--- src/design/caldc_pkg.sv ---
// Shared types, codes and calendar helper functions for the calendar date counter.
// No dependencies; imported by every module of the block.
package caldc_pkg;

    localparam int YEAR_W  = 14;
    localparam int MONTH_W = 4;
    localparam int DAY_W   = 5;
    localparam int WDAY_W  = 3;
    localparam int MODE_W  = 2;

    // request modes
    localparam logic [MODE_W-1:0] MODE_FWD  = 2'd0;
    localparam logic [MODE_W-1:0] MODE_BACK = 2'd1;
    localparam logic [MODE_W-1:0] MODE_LOAD = 2'd2;
    localparam logic [MODE_W-1:0] MODE_HOLD = 2'd3;

    localparam logic [MONTH_W-1:0] MONTH_JAN = 4'd1;
    localparam logic [MONTH_W-1:0] MONTH_FEB = 4'd2;
    localparam logic [MONTH_W-1:0] MONTH_DEC = 4'd12;
    localparam logic [DAY_W-1:0]   DAY_FIRST = 5'd1;
    localparam logic [DAY_W-1:0]   DAY_LAST_DEC = 5'd31;

    localparam logic [WDAY_W-1:0] WDAY_SUN = 3'd0;
    localparam logic [WDAY_W-1:0] WDAY_SAT = 3'd6;

    localparam logic [YEAR_W-1:0] RESET_YEAR = 14'd2000;

    // n is a multiple of 25 iff (n * inv25) mod 2^14 <= floor((2^14-1)/25)
    localparam logic [YEAR_W-1:0] DIV25_INV = 14'd7209;
    localparam logic [YEAR_W-1:0] DIV25_LIM = 14'd655;

    // floor(y/100) = (y * 5243) >> 19 for any 14-bit y
    localparam logic [12:0] RECIP100    = 13'd5243;
    localparam int          RECIP100_SH = 19;
    // floor(s/7) = (s * 37450) >> 18 for any s below 2^15
    localparam logic [15:0] RECIP7      = 16'd37450;
    localparam int          RECIP7_SH   = 18;

    typedef struct packed {
        logic [YEAR_W-1:0]  year;
        logic [MONTH_W-1:0] month;
        logic [DAY_W-1:0]   day;
    } t_date;

    typedef struct packed {
        logic               rejected;
        logic               december;
        logic               month_end;
        logic               weekend;
        logic [WDAY_W-1:0]  weekday;
        t_date              date;
    } t_result;

    // Leap year: divisible by 4, and either not by 25 or also by 16.
    function automatic logic is_leap(input logic [YEAR_W-1:0] y);
        logic [YEAR_W-1:0] low;
        logic              div25;
        low   = y * DIV25_INV;
        div25 = (low <= DIV25_LIM);
        return (y[1:0] == 2'b00) && (!div25 || (y[3:0] == 4'b0000));
    endfunction

    function automatic logic [DAY_W-1:0] days_in(input logic leap,
                                                 input logic [MONTH_W-1:0] m);
        logic [DAY_W-1:0] len;
        case (m)
            4'd1:    len = 5'd31;
            4'd2:    len = leap ? 5'd29 : 5'd28;
            4'd3:    len = 5'd31;
            4'd4:    len = 5'd30;
            4'd5:    len = 5'd31;
            4'd6:    len = 5'd30;
            4'd7:    len = 5'd31;
            4'd8:    len = 5'd31;
            4'd9:    len = 5'd30;
            4'd10:   len = 5'd31;
            4'd11:   len = 5'd30;
            4'd12:   len = 5'd31;
            default: len = 5'd0;
        endcase
        return len;
    endfunction

    // (31 * mm) / 12 for the March-based month number mm
    function automatic logic [DAY_W-1:0] month_offset(input logic [MONTH_W-1:0] mm);
        logic [DAY_W-1:0] off;
        case (mm)
            4'd1:    off = 5'd2;
            4'd2:    off = 5'd5;
            4'd3:    off = 5'd7;
            4'd4:    off = 5'd10;
            4'd5:    off = 5'd12;
            4'd6:    off = 5'd15;
            4'd7:    off = 5'd18;
            4'd8:    off = 5'd20;
            4'd9:    off = 5'd23;
            4'd10:   off = 5'd25;
            4'd11:   off = 5'd28;
            4'd12:   off = 5'd31;
            default: off = 5'd0;
        endcase
        return off;
    endfunction

endpackage

--- src/design/calendar_date_counter.sv ---
// Calendar date counter top level: request register, date state, weekday pipeline.
// Depends on caldc_pkg, caldc_date_step and caldc_weekday.
//
// Keeps one proleptic Gregorian date, reset to Saturday 1 January 2000. Each
// request steps the date forward a day (mode 0), back a day (mode 1), loads a
// date (mode 2) or holds it (mode 3), and returns exactly one result: the new
// date, its weekday (0 Sunday .. 6 Saturday), and weekend, last-day-of-month,
// December and rejected flags. A load with a year outside 1..YEAR_MAX, a month
// outside 1..12 or a day outside 1..that month's length is refused; stepping past
// 31 December YEAR_MAX or before 1 January of year 1 holds the date. Either
// case keeps the date and raises rejected. One request is taken every clock
// while the result is not stalled; it passes the request register and the date
// step register, then the weekday formula in three registered stages (century
// count, weekday sum, mod 7). The date update is combinational around the date
// state register, so nothing feeds back from the weekday side. All stages advance
// together: a stalled result holds the pipe, and the upstream tready follows it.
module calendar_date_counter import caldc_pkg::*; #(
    parameter int YEAR_MAX = 9999
) (
    input  logic        i_clk,
    input  logic        i_rst_n,
    input  logic        i_s_axis_tvalid,
    output logic        o_s_axis_tready,
    input  logic [23:0] i_s_axis_tdata,  // load_year[13:0], load_month[17:14], load_day[22:18], 0
    input  logic [1:0]  i_s_axis_tuser,  // mode[1:0]
    output logic        o_m_axis_tvalid,
    input  logic        i_m_axis_tready,
    output logic [31:0] o_m_axis_tdata   // year[13:0], month[17:14], day[22:18], weekday[25:23],
                                         // weekend[26], month_end[27], december[28],
                                         // rejected[29], 0
);

    logic              advance;
    logic              r_in_valid;
    logic [MODE_W-1:0] r_in_mode;
    t_date             r_in_load;

    logic              step_valid;
    t_date             step_date;
    logic              step_rej;
    logic              res_valid;
    t_result           res;

    // The whole pipe moves when the result register is empty or being drained.
    assign advance         = !res_valid || i_m_axis_tready;
    assign o_s_axis_tready = advance;

    // Request register: capture mode and load fields on acceptance.
    always_ff @(posedge i_clk) begin
        if (!i_rst_n) begin
            r_in_valid <= 1'b0;
        end else if (advance) begin
            r_in_valid <= i_s_axis_tvalid;
        end
    end

    always_ff @(posedge i_clk) begin
        if (advance && i_s_axis_tvalid) begin
            r_in_mode       <= i_s_axis_tuser;
            r_in_load.year  <= i_s_axis_tdata[13:0];
            r_in_load.month <= i_s_axis_tdata[17:14];
            r_in_load.day   <= i_s_axis_tdata[22:18];
        end
    end

    // Date state and its update.
    caldc_date_step #(
        .YEAR_MAX (YEAR_MAX)
    ) u_step (
        .i_clk   (i_clk),
        .i_rst_n (i_rst_n),
        .i_en    (advance),
        .i_valid (r_in_valid),
        .i_mode  (r_in_mode),
        .i_load  (r_in_load),
        .o_valid (step_valid),
        .o_date  (step_date),
        .o_rej   (step_rej)
    );

    // Weekday and flags, ending in the result register.
    caldc_weekday u_wday (
        .i_clk    (i_clk),
        .i_rst_n  (i_rst_n),
        .i_en     (advance),
        .i_valid  (step_valid),
        .i_date   (step_date),
        .i_rej    (step_rej),
        .o_valid  (res_valid),
        .o_result (res)
    );

    assign o_m_axis_tvalid = res_valid;
    assign o_m_axis_tdata  = {2'b00, res.rejected, res.december, res.month_end, res.weekend,
                              res.weekday, res.date.day, res.date.month, res.date.year};

    // Every delivered date has a month in 1..12, a day of at least 1 and a nonzero year.
    a_date_legal: assert property (@(posedge i_clk) disable iff (!i_rst_n)
        res_valid |-> (res.date.month >= MONTH_JAN) && (res.date.month <= MONTH_DEC)
                   && (res.date.day >= DAY_FIRST) && (res.date.year != 14'd0))
        else $error("result date out of range");

    // The mod-7 reduction never leaves a remainder of seven.
    a_weekday_range: assert property (@(posedge i_clk) disable iff (!i_rst_n)
        res_valid |-> (res.weekday <= WDAY_SAT))
        else $error("weekday out of range");

    // Last day of a month is never before the 28th.
    a_month_end: assert property (@(posedge i_clk) disable iff (!i_rst_n)
        (res_valid && res.month_end) |-> (res.date.day >= 5'd28))
        else $error("month end flagged on an early day");

endmodule

--- src/design/caldc_date_step.sv ---
// Date state register and its combinational update (step forward, step back, load, hold).
// Depends on caldc_pkg.
module caldc_date_step import caldc_pkg::*; #(
    parameter int YEAR_MAX = 9999
) (
    input  logic                i_clk,
    input  logic                i_rst_n,
    input  logic                i_en,
    input  logic                i_valid,
    input  logic [MODE_W-1:0]   i_mode,
    input  t_date               i_load,
    output logic                o_valid,
    output t_date               o_date,
    output logic                o_rej
);

    localparam logic [YEAR_W-1:0] YMAX = YEAR_W'(YEAR_MAX);
    localparam logic [YEAR_W-1:0] YMIN = 14'd1;

    t_date            r_date;
    t_date            r_out_date;
    logic             r_valid;
    logic             r_rej;
    t_date            n_date;
    logic             n_rej;
    logic             leap_cur;
    logic             leap_ld;
    logic [DAY_W-1:0] dim_cur;
    logic [DAY_W-1:0] dim_prev;
    logic [DAY_W-1:0] dim_ld;
    logic             load_ok;

    always_comb begin
        leap_cur = is_leap(r_date.year);
        dim_cur  = days_in(leap_cur, r_date.month);
        dim_prev = days_in(leap_cur, r_date.month - 4'd1);
        leap_ld  = is_leap(i_load.year);
        dim_ld   = days_in(leap_ld, i_load.month);
        load_ok  = (i_load.year >= YMIN) && (i_load.year <= YMAX)
                && (i_load.month >= MONTH_JAN) && (i_load.month <= MONTH_DEC)
                && (i_load.day >= DAY_FIRST) && (i_load.day <= dim_ld);

        n_date = r_date;
        n_rej  = 1'b0;
        case (i_mode)
            MODE_FWD: begin
                if (r_date.day < dim_cur) begin
                    n_date.day = r_date.day + 5'd1;
                end else if (r_date.month < MONTH_DEC) begin
                    n_date.day   = DAY_FIRST;
                    n_date.month = r_date.month + 4'd1;
                end else if (r_date.year >= YMAX) begin
                    n_rej = 1'b1;
                end else begin
                    n_date.day   = DAY_FIRST;
                    n_date.month = MONTH_JAN;
                    n_date.year  = r_date.year + 14'd1;
                end
            end
            MODE_BACK: begin
                if (r_date.day > DAY_FIRST) begin
                    n_date.day = r_date.day - 5'd1;
                end else if (r_date.month > MONTH_JAN) begin
                    n_date.month = r_date.month - 4'd1;
                    n_date.day   = dim_prev;
                end else if (r_date.year <= YMIN) begin
                    n_rej = 1'b1;
                end else begin
                    n_date.year  = r_date.year - 14'd1;
                    n_date.month = MONTH_DEC;
                    n_date.day   = DAY_LAST_DEC;
                end
            end
            MODE_LOAD: begin
                if (load_ok) begin
                    n_date = i_load;
                end else begin
                    n_rej = 1'b1;
                end
            end
            default: begin
                n_date = r_date;
            end
        endcase
    end

    always_ff @(posedge i_clk) begin
        if (!i_rst_n) begin
            r_date.year  <= RESET_YEAR;
            r_date.month <= MONTH_JAN;
            r_date.day   <= DAY_FIRST;
            r_valid      <= 1'b0;
        end else if (i_en) begin
            r_valid <= i_valid;
            if (i_valid) begin
                r_date <= n_date;
            end
        end
    end

    always_ff @(posedge i_clk) begin
        if (i_en && i_valid) begin
            r_out_date <= n_date;
            r_rej      <= n_rej;
        end
    end

    assign o_valid = r_valid;
    assign o_date  = r_out_date;
    assign o_rej   = r_rej;

endmodule

--- src/design/caldc_weekday.sv ---
// Three-stage weekday and flag pipeline behind the date state; last stage is the
// result register. Depends on caldc_pkg.
module caldc_weekday import caldc_pkg::*; (
    input  logic    i_clk,
    input  logic    i_rst_n,
    input  logic    i_en,
    input  logic    i_valid,
    input  t_date   i_date,
    input  logic    i_rej,
    output logic    o_valid,
    output t_result o_result
);

    localparam int P100_W = YEAR_W + 13;
    localparam int Q100_W = 8;
    localparam int SUM_W  = 15;
    localparam int P7_W   = SUM_W + 16;
    localparam int Q7_W   = P7_W - RECIP7_SH;

    // stage A: March-based year/month, century count, month flags
    logic                a_early;
    logic [YEAR_W-1:0]   a_yy;
    logic [MONTH_W-1:0]  a_mm;
    logic [P100_W-1:0]   a_p100;
    logic [DAY_W-1:0]    a_dim;

    logic                r_b_valid;
    t_date               r_b_date;
    logic                r_b_rej;
    logic                r_b_mend;
    logic                r_b_dec;
    logic [YEAR_W-1:0]   r_b_yy;
    logic [Q100_W-1:0]   r_b_q100;
    logic [DAY_W-1:0]    r_b_moff;

    // stage B: weekday sum
    logic [SUM_W-1:0]    b_sum;
    logic                r_c_valid;
    t_date               r_c_date;
    logic                r_c_rej;
    logic                r_c_mend;
    logic                r_c_dec;
    logic [SUM_W-1:0]    r_c_sum;

    // stage C: sum mod 7
    logic [P7_W-1:0]     c_p7;
    logic [Q7_W-1:0]     c_q7;
    logic [SUM_W-1:0]    c_rem;
    logic [WDAY_W-1:0]   c_wd;

    logic                r_out_valid;
    t_result             r_out;

    always_comb begin
        a_early = (i_date.month <= MONTH_FEB);
        a_yy    = i_date.year - YEAR_W'(a_early);
        a_mm    = a_early ? (i_date.month + 4'd10) : (i_date.month - 4'd2);
        a_p100  = P100_W'(a_yy) * P100_W'(RECIP100);
        a_dim   = days_in(is_leap(i_date.year), i_date.month);
    end

    always_comb begin
        b_sum = SUM_W'(r_b_date.day) + SUM_W'(r_b_yy) + SUM_W'(r_b_yy >> 2)
              - SUM_W'(r_b_q100) + SUM_W'(r_b_q100 >> 2) + SUM_W'(r_b_moff);
    end

    always_comb begin
        c_p7  = P7_W'(r_c_sum) * P7_W'(RECIP7);
        c_q7  = c_p7[RECIP7_SH +: Q7_W];
        c_rem = r_c_sum - (SUM_W'(c_q7) << 3) + SUM_W'(c_q7);
        c_wd  = c_rem[WDAY_W-1:0];
    end

    always_ff @(posedge i_clk) begin
        if (!i_rst_n) begin
            r_b_valid   <= 1'b0;
            r_c_valid   <= 1'b0;
            r_out_valid <= 1'b0;
        end else if (i_en) begin
            r_b_valid   <= i_valid;
            r_c_valid   <= r_b_valid;
            r_out_valid <= r_c_valid;
        end
    end

    always_ff @(posedge i_clk) begin
        if (i_en) begin
            r_b_date <= i_date;
            r_b_rej  <= i_rej;
            r_b_mend <= (i_date.day == a_dim);
            r_b_dec  <= (i_date.month == MONTH_DEC);
            r_b_yy   <= a_yy;
            r_b_q100 <= a_p100[RECIP100_SH +: Q100_W];
            r_b_moff <= month_offset(a_mm);

            r_c_date <= r_b_date;
            r_c_rej  <= r_b_rej;
            r_c_mend <= r_b_mend;
            r_c_dec  <= r_b_dec;
            r_c_sum  <= b_sum;

            r_out.date      <= r_c_date;
            r_out.weekday   <= c_wd;
            r_out.weekend   <= (c_wd == WDAY_SUN) || (c_wd == WDAY_SAT);
            r_out.month_end <= r_c_mend;
            r_out.december  <= r_c_dec;
            r_out.rejected  <= r_c_rej;
        end
    end

    assign o_valid  = r_out_valid;
    assign o_result = r_out;

endmodule

--- config.mk ---
export PLATFORM = sky130hd
export DESIGN_NAME = calendar_date_counter
export DESIGN_NICKNAME = d
export VERILOG_FILES = /design/src/design/caldc_pkg.sv /design/src/design/calendar_date_counter.sv /design/src/design/caldc_date_step.sv /design/src/design/caldc_weekday.sv
export SDC_FILE = /design/constraint.sdc
export NUM_CORES = 1
export LEC_CHECK = 0
export BUFFER_PORTS_ARGS = -buffer_cell sky130_fd_sc_hd__buf_2
export CAP_MARGIN = 10
export CORE_MARGIN = 3
export CORE_UTILIZATION = 35
export DETAILED_ROUTE_END_ITERATION = 6
export GPL_TIMING_DRIVEN = 0
export PLACE_DENSITY_LB_ADDON = 0.25
export SLEW_MARGIN = 20
export SYNTH_ARGS = -nofsm -noshare
export SYNTH_HDL_FRONTEND = slang
export SYNTH_SLANG_ARGS = --single-unit
--- constraint.sdc ---
create_clock -name i_clk -period 6.8 [get_ports i_clk]
set_input_delay 1.02 -clock i_clk [delete_from_list [all_inputs] [get_ports i_clk]]
set_output_delay 1.02 -clock i_clk [all_outputs]
set_load 0.03 [all_outputs]
======== Word level (Yosys, flattened, before mapping) ========
Memories as Yosys holds them, arrays and structs flattened. A register that Yosys moved wholly into a read port is not among the register bits.
Cells that the tools add are included.
Widths: inputs -> output; s select.
operators by class
  mux-type cells .......................... 28
  eq/ne operators ......................... 52
  magnitude comparators ................... 16
  reduce and logical (&&, ||, !) cells .... 36
  $mul .................................... 5
  $add $sub $neg .......................... 16
operators with widths
  operator                number
  $eq 4x4->1 const B      20
  $mux 23                 3
  $pmux 23 s3             1
  $eq 4x3->1 const B      16
  $pmux 5 s3              4
  $le 14x10->1 const B    3
  $mul 14x13->14 const B  3
  $mux 18                 2
  $eq 4x2->1 const B      8
  $mux 14                 2
  $reduce_or 7->1         4
  $mul 14x13->27 const B  1
  $mul 15x15->20 const B  1
  $mux 9                  2
  $eq 4x1->1 const B      4
  $reduce_or 4->1         4
  $add 15x12->15          1
  $add 15x5->15           1
  $add 15x6->15           1
  $add 5x14->15           1
  $sub 15x8->15           1
  $add 14x1->14 const B   1
  $ge 14x1->1 const B     1
  $ge 14x14->1 const B    1
  36 further kinds        67
storage, ports and cells
  memory bits (read-only) ................. 80
  memories kept ........................... 1
  flip-flop bits (word level) ............. 196
  logic and storage cells ................. 193
memory list
  memory            depth  width  read ports  clocked after Yosys merged registers in  wr ports  RTL line         source
  (name not given)  16     5      1           1                                        0         caldc_pkg.sv:87  case (mm)

======== Logic depth before layout (Yosys ltp) ========
Gate-level depths: netlist of run 1.
  depth in word-level cells ............... 11
  mapped depth ............................ 28
  gate-level depth less buffers ........... 28

======== Hierarchy ========
From an unflattened synthesis of run 1, not the netlist that was laid out.
second synthesis, totals
  cell total of the unflattened synthesis .. 1915
  area total of the unflattened synthesis .. 20035.5 um^2
by module, submodules not included
  module                 area an instance (um^2)  instances  cells an instance
  caldc_weekday          12240.5                  1          1034
  caldc_date_step        6966.7                   1          847
  calendar_date_counter  828.3                    1          34

======== Least setup slack after synthesis of run 1 ========
Ideal clock, no wire load.
  kind .................................... reg2reg
  from .................................... reg u_step.r_out_date (netlist bit u_step.o_date[5])
  to ...................................... reg u_wday.r_b_q100[7] (data pin)
  data arrival time ....................... 6.773 ns
  stages on the path, launching flop included .. 28
  setup slack ............................. -0.232 ns
  period minus slack after synthesis ...... 7.032 ns
  buffers on the path ..................... 0
  library setup time ...................... 0.260 ns
  path through ............................ edfxtp_1 -> inv_1 -> ha_1 -> o21ai_0 -> inv_1 -> ha_1 -> ha_1 -> nand2_1 -> nor4_1 -> nand3b_1 -> xnor2_1 -> inv_1 -> fa_1 -> inv_1 -> ha_1 -> fa_1 -> fa_1 -> inv_1 -> fa_1 -> inv_1 -> ha_1 -> or4_1 -> o22ai_1 -> a221oi_1 -> o2111ai_1 -> a31oi_1 -> a21oi_1 -> xnor2_1
between the ends
  cells in the longest elaborated chain, start to end .. 3
RTL lines
  what                    RTL line                source
  from (decl)             caldc_date_step.sv:21   t_date r_out_date;
  from (signal assigned)  caldc_date_step.sv:103  r_out_date <= n_date;
  $le 4x2->1              caldc_weekday.sv:55     a_early = (i_date.month <= MONTH_FEB);
  $sub 14x1->14           caldc_weekday.sv:56     a_yy = i_date.year - YEAR_W'(a_early);
  via u_wday.a_yy[10]     caldc_weekday.sv:22     logic [YEAR_W-1:0] a_yy;
  $mul 14x13->27          caldc_weekday.sv:58     a_p100 = P100_W'(a_yy) * P100_W'(RECIP100);
  via u_wday.a_p100[26]   caldc_weekday.sv:24     logic [P100_W-1:0] a_p100;
  to (signal assigned)    caldc_weekday.sv:93     r_b_q100 <= a_p100[RECIP100_SH +: Q100_W];
  to (decl)               caldc_weekday.sv:33     logic [Q100_W-1:0] r_b_q100;
The timed path passes the listed nets, and every way through them passes these cells.
A chain may end at the register's enable or synchronous reset.

======== Worst setup path in the final report of run 1 ========
  from .................................... reg u_step.r_out_date (netlist bit u_step.o_date[5])
  to ...................................... reg u_wday.r_b_q100[4] (data pin)
The elaborated chain is that of the path after synthesis.

==> run_results.csv, run 1 <==
group,metric,value,unit
drt,totalWireLength,48.4,mm
setup_path,end_kind,"register",
timing,fin_crit,6.63,ns
synth,synth_seq_area_share,29.0,%
synth,netlist_top_cells_area,"edfxtp_1 26%, ha_1 22%, fa_1 15%",
synth,synthDistinctLibCells,85,
grt,grt-ovfl-total,0,
cells_and_area,final_net_count,2585,
drt,drtPass1Iterations,5,
place,dp_hpwl,38.3,mm
grt,first_pass_grt_wire_length,78.6,mm
timing,worst_slew_margin_rel,33.7,%
setup_path,critPathTopFamily,"adder cells",
place,post-place-cells,2734,
drt,via_count,14264,
clock_tree,clock_path_buffers,3,
timing,worst_clock_skew,0.0208,ns
clock_tree,htree_num_levels,1,
synth,ys_dominant_reg_cell,"edfxtp_1",
synth,post-synth-top-area-cell,"edfxtp_1",
place,gp_routability_congestion,0.956,
timing,final-setup-viol-count,0,
floorplan,floorplan.initialDensity,35.7,%
synth,ys_ff_latch,201,
timing,top_achievable_clock_speed,151,MHz
clock_tree,tritoncts_clock_tree,"done",
drt,drt_drc_violations_left,0,
place,pre_cts_ws,-1.32,ns
grt,grt_util_all_layers,16.3,%
drt,wire_per_inst,17.2,um
floorplan,placementRows,86,
floorplan,dieWidth,244,um
setup_path,worst_ep_required_time,7.08,ns
clock_tree,clkTransAtPathRegs,0.06,ns
timing,final_setup_tns,0,ns
floorplan,coreArea,55600,sq um
setup_path,worstPathMaxFanout,4,
floorplan,die_area,59700,sq um
drt,post_drt_via_cell_ratio,5.06,
clock_tree,clock_latency_late_sink,0.54,ns
setup_path,crit_path_max_cell_delay,0.55,ns
setup_path,worstSetupStartpointType,"register",
grt,first_global_vias,14690,
synth,synth.top_cell.area_share,26.1,%
timing,grt_setup_unrepaired,"yes",
timing,count_of_final_max_slew_check_failures,0,
synth,number_of_enable_type_register_cells_in_the_synthesized_netlist,173,
synth,synth.cell_area,19900,sq um
floorplan,dieHeight,244,um
flow_run,cap_violations,0,
setup_path,slowest_stage_cell_on_the_critical_path,"fa_1",
floorplan,ios,64,
grt,grt_max_degree,72,
synth,yosys_warnings,0,
setup_path,worst-setup-path-type,"register to register",
cells_and_area,fillerInstances,5371,
hold_path,timing.hold.worst.class,"register to register",
setup_path,critical_path_buf_inv_count,6,
setup_path,critical_path_arrival,6.91,ns
timing,least_margin_pin_slew,0.991,ns
timing,hold_viol,0,
drt,drt.antenna.violating_nets,0,
cells_and_area,post_route_cells_drive_above_1_share,12.1,%
clock_tree,clock_sink_count,201,
cells_and_area,num_antenna_cells,0,
status,outcome,"complete, no violations",
grt,initial_antenna_violation_count,0,
clock_tree,clock_tree.root_cell,"clkbuf_16",
synth,syn_area_per_cell,10.3,sq um
place,io_buffer_count,59,
cells_and_area,final-instance-count-excl-fill,2819,
setup_path,timing.critical_path.mode_cell,"fa_1",
drt,drt_first_iter_violations,831,
cells_and_area,syn2layout_area_growth,14.5,%
synth,netlist_instances,1924,
timing,period_share,97.6,%
timing,post-route-worst-setup-slack,0.166,ns
clock_tree,tritoncts.num_buffers,24,
synth,async_flop_share,0,%
[through the flow]
stage	hold slack, ns	area [sq um]	util, %
final	0.417	22800	40.9
after global routing	0.422	22800	40.9
after CTS	0.418	22500	40.4
after detailed placement	0.405	21200	38.2
after global placement	0.401	21200	38.0
after floorplan	0.400	19900	-
[worst reg2reg max path, stage by stage, from the launching register on]
cell,delay [ns]
edfxtp_1,0.43
inv_2,0.11
ha_4,0.14
o21ai_2,0.09
inv_2,0.11
ha_4,0.16
o21ai_2,0.08
or3_4,0.40
or3_4,0.37
xnor2_4,0.17
buf_4,0.16
ha_1,0.32
fa_1,0.44
fa_1,0.50
inv_1,0.05
fa_1,0.46
fa_1,0.55
inv_1,0.04
ha_1,0.31
a211oi_2,0.25
o21ai_2,0.12
a211oi_2,0.33
a221oi_4,0.12
buf_4,0.16
o21ai_1,0.10
nand2b_1,0.11
a211oi_2,0.22
nor2_1,0.08
[layer usage]
metal  vias up  track usage, %  wire length [um]
met4         0            3.86              1070
met1      6990            21.4             21300
met2       297            28.5             23800
li1       6902               -                 -
met3        75            2.18              2120
met5         -               0                 0
[logic make-up (layout without fill, tap and decap cells)]
family / count (synthesis) / after routing / share of synthesized area (%)
fa+ha+maj: 502 / 502 / 37.3
buf+inv: 423 / 569 / 8.29
compound gates: 345 / 345 / 11.5
simple gates: 335 / 335 / 8.42
flops: 201 / 201 / 29.0
xor+xnor: 99 / 99 / 4.43
mux: 18 / 18 / 1.10
other cells: 1 / 2 / 0.0189
[path summary, 6_finish.rpt]
kind / start / end / slack [ns] / depth (start not counted)
worst max-delay path: u_step.o_date[5] / u_wday.r_b_q100[4] / 0.17 / 27
worst min-delay path: u_wday.r_c_date[8] / u_wday.o_result[8] / 0.42 / 0
worst max register to register: u_step.o_date[5] / u_wday.r_b_q100[4] / 0.17 / 27
worst min register to register: u_wday.r_c_date[8] / u_wday.o_result[8] / 0.42 / 0
[cells in the mapped netlist (12+ instances only)]
cell type and instances:
o31ai_1 12, nor3_1 27, a211oi_1 13, nand3_1 35, ha_1 352, xor2_1 18, nand2_1 89, o21ai_0 76
a31oi_1 24, xnor2_1 80, inv_1 369, edfxtp_1 173, o211ai_1 13, dfxtp_1 28, and3_1 19, o21bai_1 13
nor2_1 83, a21o_1 13, a21oi_1 92, fa_1 150, clkbuf_1 33, nand4_1 12
[sequential cells by signal (all words and copies together) (netlist names), 2 cells and up]
| register | cells |
|---|---|
| r_in_load | 23 |
| u_step.r_date | 23 |
| u_wday.r_b_yy | 14 |
| u_wday.r_c_sum | 15 |
| u_wday.r_b_q100 | 8 |
| u_wday.r_c_date | 23 |
| u_wday.r_b_date | 23 |
| u_wday.o_result | 30 |
| u_step.o_date | 23 |
| u_wday.r_b_moff | 5 |
| r_in_mode | 2 |
[timing repair]
item | CTS | global route
gates cloned | 0 | 0
pin swaps | 15 | 26
setup endpoints to repair | 9 | 23
resized for setup | 46 | 25
hold buffers | 0 | 0
setup buffers | 19 | 22
[final cells by class]
| class | instances | area [sq um] | share of cell area (%) |
|---|---|---|---|
| multi-input cells | 1301 | 12900 | 56.7 |
| well taps | 748 | 936 | 4.11 |
| inverters | 370 | 1390 | 6.12 |
| plain buffers | 53 | 260 | 1.14 |
| clock inverters | 13 | 153 | 0.671 |
| flip-flops and latches | 201 | 5760 | 25.3 |
| clock buffers | 31 | 668 | 2.94 |
| repair buffers | 102 | 687 | 3.02 |
[cells in the final DEF, fill, tap and decap left out, types with 16 or more instances in the layout]
cell type / n
inv_1: 362
a21oi_1: 90
edfxtp_1: 173
a31oi_1: 23
ha_1: 347
fa_1: 150
nand3_1: 35
buf_2: 67
xnor2_1: 71
nor2_1: 81
and3_1: 19
clkbuf_16: 25
clkbuf_1: 36
xor2_1: 16
dfxtp_1: 28
buf_4: 48
nor3_1: 27
o21ai_0: 71
nand2_1: 86
Power of run 1 is not shown: default switching activity piles up to over one toggle a cycle in this logic, so the estimate is an artifact.
==> run 2: changes to the inputs <==
Settings changed: CAP_MARGIN 10 to 25, PLACE_DENSITY set to 0.56, PLACE_DENSITY_LB_ADDON 0.25 to unset.
==> run_results.csv, run 2 (synthesis results as in run 1) <==
group,metric,value,unit
cells_and_area,postLayoutCellArea,23000,sq um
cells_and_area,most-common-layout-cells,"359 x inv_1, 344 x ha_1, 173 x edfxtp_1",
flow_run,cap_violations,0,
floorplan,dieWidth,244,um
floorplan,floorplan.initialDensity,35.7,%
cells_and_area,post_route_cells_drive_above_1_share,13.5,%
clock_tree,htree_num_levels,1,
drt,drtPass1Iterations,5,
place,io_buffer_count,59,
floorplan,die_area,59700,sq um
timing,period_share,98.5,%
floorplan,ios,64,
timing,worst_slew_margin_rel,35.5,%
clock_tree,tritoncts_clock_tree,"done",
grt,first_global_vias,14821,
clock_tree,clock_latency_late_sink,0.54,ns
timing,least_margin_pin_slew,0.966,ns
cells_and_area,fillerInstances,5441,
setup_path,end_kind,"register",
floorplan,placementRows,86,
hold_path,timing.hold.worst.class,"register to register",
timing,top_achievable_clock_speed,149,MHz
clock_tree,tritoncts.num_buffers,24,
drt,met3_length,2.08,mm
timing,final-setup-viol-count,0,
place,dp_hpwl,39.1,mm
timing,hold_viol,0,
clock_tree,clock_path_buffers,3,
place,pre_cts_ws,-1.34,ns
drt,top_layer,"met4",
cells_and_area,largest_register_ff_count,30,
grt,grt-ovfl-total,0,
setup_path,worstSetupStartpointType,"register",
grt,first_pass_grt_wire_length,79.6,mm
drt,drt_drc_violations_left,0,
place,dpl-instance-area,21200,sq um
timing,final_layout_worst_hold_slack,0.411,ns
cells_and_area,syn2layout_area_growth,15.6,%
timing,fin_crit,6.70,ns
cells_and_area,most_frequent_standard_cell_in_the_layout_excluding_fill_and_tap_cells,"inv_1",
drt,drt_first_iter_violations,706,
cells_and_area,finalCoreUtilization,41.3,%
timing,post-route-worst-setup-slack,0.105,ns
place,gp_routability_congestion,0.903,
clock_tree,clkTransAtPathRegs,0.07,ns
setup_path,worst_ep_required_time,7.08,ns
drt,via_count,14380,
clock_tree,clock_tree.root_cell,"clkbuf_16",
setup_path,worst-setup-path-type,"register to register",
cells_and_area,final_net_count,2605,
setup_path,worstPathMaxFanout,4,
cells_and_area,num_antenna_cells,0,
grt,grt_max_degree,70,
grt,initial_antenna_violation_count,0,
grt,grt_util_all_layers,16.7,%
setup_path,critical_path_arrival,6.98,ns
drt,drt.antenna.violating_nets,0,
drt,totalWireLength,49.9,mm
timing,count_of_final_max_slew_check_failures,0,
drt,detailroute.wirelength.met2,25.2,mm
timing,worst_clock_skew,0.0144,ns
drt,wire_per_inst,17.6,um
status,outcome,"complete, no violations",
floorplan,coreArea,55600,sq um
timing,grt_setup_unrepaired,"yes",
drt,post_drt_via_cell_ratio,5.07,
clock_tree,clock_sink_count,201,
floorplan,dieHeight,244,um
drt,routedLengthMet1,21.2,mm
==> run 2: changes by cell type in the layout (fill, tap and decap cells not counted), moves of 3 or more <==
| cell | change |
|---|---|
| buf_4 | +16 |
| ha_1 | -3 |
| inv_1 | -3 |
| inv_2 | +3 |
==> run 2: area by class of cell <==
cell class	count	area, sq um	area share [%]
Buffer	53	260	1.13
Clock buffer	28	647	2.82
Clock inverter	15	185	0.806
Inverter	370	1390	6.07
Multi-Input combinational cell	1301	12900	56.3
Sequential cell	201	5760	25.1
Tap cell	748	936	4.07
Timing Repair Buffer	122	851	3.70
==> run 2: worst max-delay path, stage by stage (launching register included) <==
cell,delay [ns]
edfxtp_1,0.44
inv_2,0.11
ha_4,0.17
o21ai_4,0.07
inv_2,0.09
ha_4,0.17
o21ai_4,0.06
or3_4,0.40
or3_4,0.45
xnor2_4,0.16
buf_6,0.15
ha_1,0.31
fa_1,0.44
fa_1,0.49
inv_1,0.05
fa_1,0.50
fa_1,0.55
inv_1,0.04
ha_1,0.31
a211oi_2,0.23
o21ai_2,0.13
a211oi_2,0.31
a221oi_4,0.12
o2111ai_2,0.30
a31oi_4,0.14
a21oi_2,0.16
xnor2_1,0.08
==> run 2: through the flow <==
stage / std cells / setup TNS, ns
finish: 2838 / 0
global route: 2838 / -0.199
CTS: 2799 / -0.0294
detailed placement: 2736 / -8.51
global placement: 2732 / -81.96
floorplan: 1925 / 0
==> run 2: what timing repair did <==
item,in CTS,in global routing
endpoints found under the setup margin,9,21
gates resized for setup,38,42
hold buffers,0,0
buffers inserted,20,38
pin swaps,13,36
==> run 2: worst paths after layout <==
check                                   startpoint            endpoint  slack [ns]  cells past startpoint
worst max-delay path              u_step.o_date[5]  u_wday.r_b_q100[7]        0.10                     26
worst min-delay path            u_wday.r_c_date[5]  u_wday.o_result[5]        0.41                      0
worst max register to register    u_step.o_date[5]  u_wday.r_b_q100[7]        0.10                     26
worst min register to register  u_wday.r_c_date[5]  u_wday.o_result[5]        0.41                      0
==> run 2: layer usage <==
metal  GRT usage, %  vias to the layer above
met4           4.35                        0
met5              0                        -
met1           21.0                     7094
li1               -                     6923
met3           2.34                       75
met2           30.1                      288
Power of run 2 is left out for the same reason.
